===== src/rtl/igfs_pkg.sv =====
`timescale 1ns / 1ps
`default_nettype none
package igfs_pkg;

  localparam int unsigned SampleW = 24;
  localparam int unsigned GainW   = 16;
  localparam int unsigned LenW    = 10;
  localparam int unsigned TapW    = 40;
  localparam int unsigned CoefW   = 18;
  localparam int unsigned AccW    = 64;
  localparam int unsigned CoefFrac = 17;
  localparam int unsigned CoefHalf = 26;

  localparam logic [0:0] RegGain   = 1'b0;
  localparam logic [0:0] RegLength = 1'b1;

  localparam logic signed [SampleW-1:0] Q23Max = 24'sd8388607;

  // First half of the symmetric Q1.17 impulse response; the rest mirrors it.
  function automatic logic signed [CoefW-1:0] coef_half(input logic [4:0] i);
    logic signed [CoefW-1:0] c;
    begin
      case (i)
        5'd0:  c = 18'sd67;
        5'd1:  c = 18'sd0;
        5'd2:  c = -18'sd86;
        5'd3:  c = 18'sd184;
        5'd4:  c = -18'sd272;
        5'd5:  c = 18'sd303;
        5'd6:  c = -18'sd225;
        5'd7:  c = 18'sd0;
        5'd8:  c = 18'sd360;
        5'd9:  c = -18'sd777;
        5'd10: c = 18'sd1106;
        5'd11: c = -18'sd1170;
        5'd12: c = 18'sd820;
        5'd13: c = 18'sd0;
        5'd14: c = -18'sd1187;
        5'd15: c = 18'sd2463;
        5'd16: c = -18'sd3409;
        5'd17: c = 18'sd3550;
        5'd18: c = -18'sd2481;
        5'd19: c = 18'sd0;
        5'd20: c = 18'sd3803;
        5'd21: c = -18'sd8513;
        5'd22: c = 18'sd13448;
        5'd23: c = -18'sd17792;
        5'd24: c = 18'sd20770;
        5'd25: c = 18'sd109147;
        default: c = 18'sd0;
      endcase
      return c;
    end
  endfunction

  // Coefficient of tap i for the 51-tap response, zero beyond it.
  function automatic logic signed [CoefW-1:0] coef_at(input logic [6:0] i);
    begin
      if (i < 7'(CoefHalf)) return coef_half(i[4:0]);
      if (i <= 7'd50) return coef_half(5'(7'd50 - i));
      return '0;
    end
  endfunction

  // Saturation of a wide signed value to +/-(2^23-1).
  function automatic logic signed [SampleW-1:0] sat_q23(input logic signed [AccW-1:0] v);
    begin
      if (v > AccW'(Q23Max)) return Q23Max;
      if (v < -AccW'(Q23Max)) return -Q23Max;
      return v[SampleW-1:0];
    end
  endfunction

endpackage
`default_nettype wire


===== src/rtl/igfs_tap_cell.sv =====
`timescale 1ns / 1ps
`default_nettype none
module igfs_tap_cell (
  input  wire logic                          clk_i,
  input  wire logic                          rst_ni,
  input  wire logic                          shift_i,
  input  wire logic                          rot_i,
  input  wire logic signed [igfs_pkg::TapW-1:0] load_i,
  input  wire logic signed [igfs_pkg::TapW-1:0] prev_i,
  output logic signed [igfs_pkg::TapW-1:0]      tap_o
);
  import igfs_pkg::*;

  logic signed [TapW-1:0] tap_q, tap_d;

  // A new sample shifts in; during the sum the taps rotate past the MAC.
  always_comb begin
    tap_d = tap_q;
    if (shift_i) begin
      tap_d = load_i;
    end else if (rot_i) begin
      tap_d = prev_i;
    end
  end

  always_ff @(posedge clk_i or negedge rst_ni) begin
    if (!rst_ni) begin
      tap_q <= '0;
    end else begin
      tap_q <= tap_d;
    end
  end

  assign tap_o = tap_q;
endmodule
`default_nettype wire


===== config.mk =====
export PLATFORM = sky130hd
export DESIGN_NAME = igfs_tap_cell
export DESIGN_NICKNAME = d
export VERILOG_FILES = /design/src/rtl/igfs_pkg.sv /design/src/rtl/igfs_tap_cell.sv
export SDC_FILE = /design/constraint.sdc
export NUM_CORES = 1
export LEC_CHECK = 0
export BUFFER_PORTS_ARGS = -buffer_cell sky130_fd_sc_hd__buf_2
export CAP_MARGIN = 40
export CORE_MARGIN = 10
export CORE_UTILIZATION = 45
export CTS_CLUSTER_SIZE = 14
export DETAILED_ROUTE_END_ITERATION = 6
export MAX_ROUTING_LAYER = met4
export PLACE_DENSITY = 0.95
export SLEW_MARGIN = 10
export SYNTH_ARGS = -nofsm -noshare
export SYNTH_HDL_FRONTEND = slang
export SYNTH_SLANG_ARGS = --single-unit

===== constraint.sdc =====
create_clock -name clk_i -period 1.35 [get_ports clk_i]
set_input_delay 0.2025 -clock clk_i [delete_from_list [all_inputs] [get_ports clk_i]]
set_output_delay 0.2025 -clock clk_i [all_outputs]
set_load 0.005 [all_outputs]

==> metrics.md <==
| Metric | Value |
|---|---|
| Routed Antenna Nets | `0` |
| MaxCap Viol Count | `0` |
| Max_slew headroom | `67.5%` |
| Vias | `1,662` |
| IO Port Bufs | `approximately 120` |
| Worst-path cell chain | `buf_2` |
| Post-synthesis sequential element count | `40` |
| Num rows | `23` |
| Crit path buf inv count | `1` |
| Non-filler instance count after layout | `342` |
| Max reg flops | `40` |
| First-pass GRT wire length | `~9000 µm` |
| Total GRT Usage | `between 10% and 20%` |
| CTS tree | `yes` |
| Reg2reg path depth | `2` |
| DR DRC count | `0` |
| Period minus WS final | `1.00 ns` |
| WS Path Type | `reg2out` |
| Kind of end point of the critical path | `output pin` |
| Final core occ | `63.7%` |
| Starting Density | `47.1%` |
| H-Tree Depth | `2` |
| Max stage delay on crit path | `about 0.39 ns` |
| Unrepaired setup endpoints after global routing | `no` |
| Worst setup endpoint | `tap_o[32]` |
| Final wirelength | `5380 µm` |
| Crit Path Max Fanout | `2` |
| Worst-margin pin slew | `about 0.5 ns` |
| Crit Reg-Reg Endpoint | `tap_o[18]` |
| Grt ovf | `0` |
| CP required | `between 1 and 1.5 ns` |
| Final hold vios | `0` |
| # clock sinks | `40` |
| Largest net degree at the start of global routing | `a little over 80` |
| CP Launch Point | `tap_o[32]` |
| Clk Latency, worst-skew pair | `approximately 0.27 ns` |
| Initial antenna violation count | `0` |
| Clock slew at reported path FFs | `0.07 ns` |
| Worst endpoint data arrival time | `0.80 ns` |
| Tcrit/Tclk final | `74.2%` |
| Die Area | `7220 µm²` |
| Die H | `84.9 µm` |
| DP Worst Slack | `0.276 ns` |
| Vias/cell | `4.86` |
| VDD IR max | `0.000674 V` |
| Status | `finished, final reports clean` |
| Share of layout cells above drive strength 1 | `between 40% and 50%` |
| Die X | `roughly 85 µm` |
| Register area | `1000 µm²` |
| Fill cells | `344` |
| Wire length per cell | `~16 µm` |
| Multi-input gate area | `~760 µm²` |
| Area after DPL | `2490 µm²` |
| Post-Synthesis Cells | `about 170` |
| Most frequent cells in the layout | `123 x buf_2, 40 x mux2i_1, 40 x nand2_1, 40 x dfrtp_1, 37 x o21ai_1` |
| Final WS setup | `0.349 ns` |
| Core area | `4030 µm²` |
| Synthesis Warnings | `0` |
| Min Hold Slack | `0.128 ns` |
| Worst path slowest cell | `dfrtp_1` |
| Final slew viol count | `0` |
| Non-Filler Cell Area, Final | `2570 µm²` |
| Syn-to-layout area delta | `35.3%` |
| DP HPWL | `4220 µm` |
| Nets | `roughly 380` |
| WP depth | `1` |
| Crit path max-delay family | `flip-flops` |
| Final setup viols | `0` |
| Post-Syn Area | `1900 µm²` |
| TNS Setup | `0 ns` |
| CP Launch Type | `flip-flop` |
| # resized after CTS | `0` |
| Number of buffers created by CTS | `5` |
| Total Power | `2.58 mW` |
| Leakage | `1.42 nW` |
| Crit Reg-Reg Startpoint | `tap_o[18]` |
| R2r setup slk | `between 0.6 and 0.7 ns` |
| Number of global-route vias before repair | `1,875` |
| ANT cells | `0` |
| Worst clock skew | `0 ns` |
| Register area share after synthesis | `a little over half` |
| 1st-iter DRT viols | `51` |
| Post-CTS setup buffer count | `0` |
| Maximum root-to-sink buffer count | `2` |
| Most common cell after layout, fill and taps aside | `buf_2` |
| Io pins | `124` |
| Synthesized area per cell | `between 10 and 15 µm²` |
| Syn nets | `258` |
| Pre-antenna DRT Iters | `4` |
| Root buffer selected by CTS | `clkbuf_8` |
| Placed cells | `336` |
| Final Wtd Congestion | `0.778` |
| HP Class | `in2reg` |
| Fmax | `0.999 GHz` |
| Pwr Density | `1000 nW/µm²` |
| Synth unique cells | `9` |
## layout make-up
class                      instances  area share (%)
clock buffer                       5            2.68
timing repair buffer             127            26.2
sequential                        40            39.0
multi-input combinational        120            29.7
tap                               50            2.44
## kinds of logic after synthesis
kind of cell,Yosys count,share of synthesized area (%)
flops,40,52.7
simple gates,40,7.91
mux,40,21.1
buf+inv,14,7.12
compound gates,40,11.1
## repair_timing
| action | in CTS | in global routing |
|---|---|---|
| hold buffers | 1 | 0 |
| setup endpoints to repair | 0 | 0 |
| hold endpoints to repair | 40 | 0 |
## per-layer routing
layer	part of all wire [%]	routed length, µm	track usage (%)
met5	0	0	-
met4	1.2	64	4.94
met3	6.7	359	4.68
met2	53	2830	26.0
met1	40	2130	16.7
## power by group
group	total, mW	internal (mW)	switching, mW
Combinational	0.535	0.279	0.256
Sequential	1.37	1.31	0.0563
Clock	0.679	0.333	0.346
## worst reg2reg max path: cells and delay by family, from the launching register on
family / cells / cell delay [ns]
flip-flops: 1 / 0.39
AO/OA/AOI/OAI: 1 / 0.08
multiplexers: 1 / 0.16
## worst min path at each step
stage,cells past startpoint,slack [ns],end,startpoint
finish,3,0.13,tap_o[27],load_i[27]
global route,3,0.13,tap_o[9],load_i[9]
floorplan,0,-0.09,tap_o[0],rst_ni
global placement,2,0.28,tap_o[32],rst_ni
detailed placement,2,0.29,tap_o[32],rst_ni
CTS,3,0.12,tap_o[27],load_i[27]
## synthesized netlist by cell type
cell type / instances / area, µm²
buf_6: 1 / 11.3
o21ai_1: 37 / 185
nand2_1: 40 / 150
dfrtp_1: 40 / 1000
buf_2: 8 / 40.0
mux2i_1: 40 / 400
o21ai_2: 3 / 26.3
buf_12: 4 / 80.1
buf_1: 1 / 3.75
No activity file was read; power rests on OpenSTA's default activity.
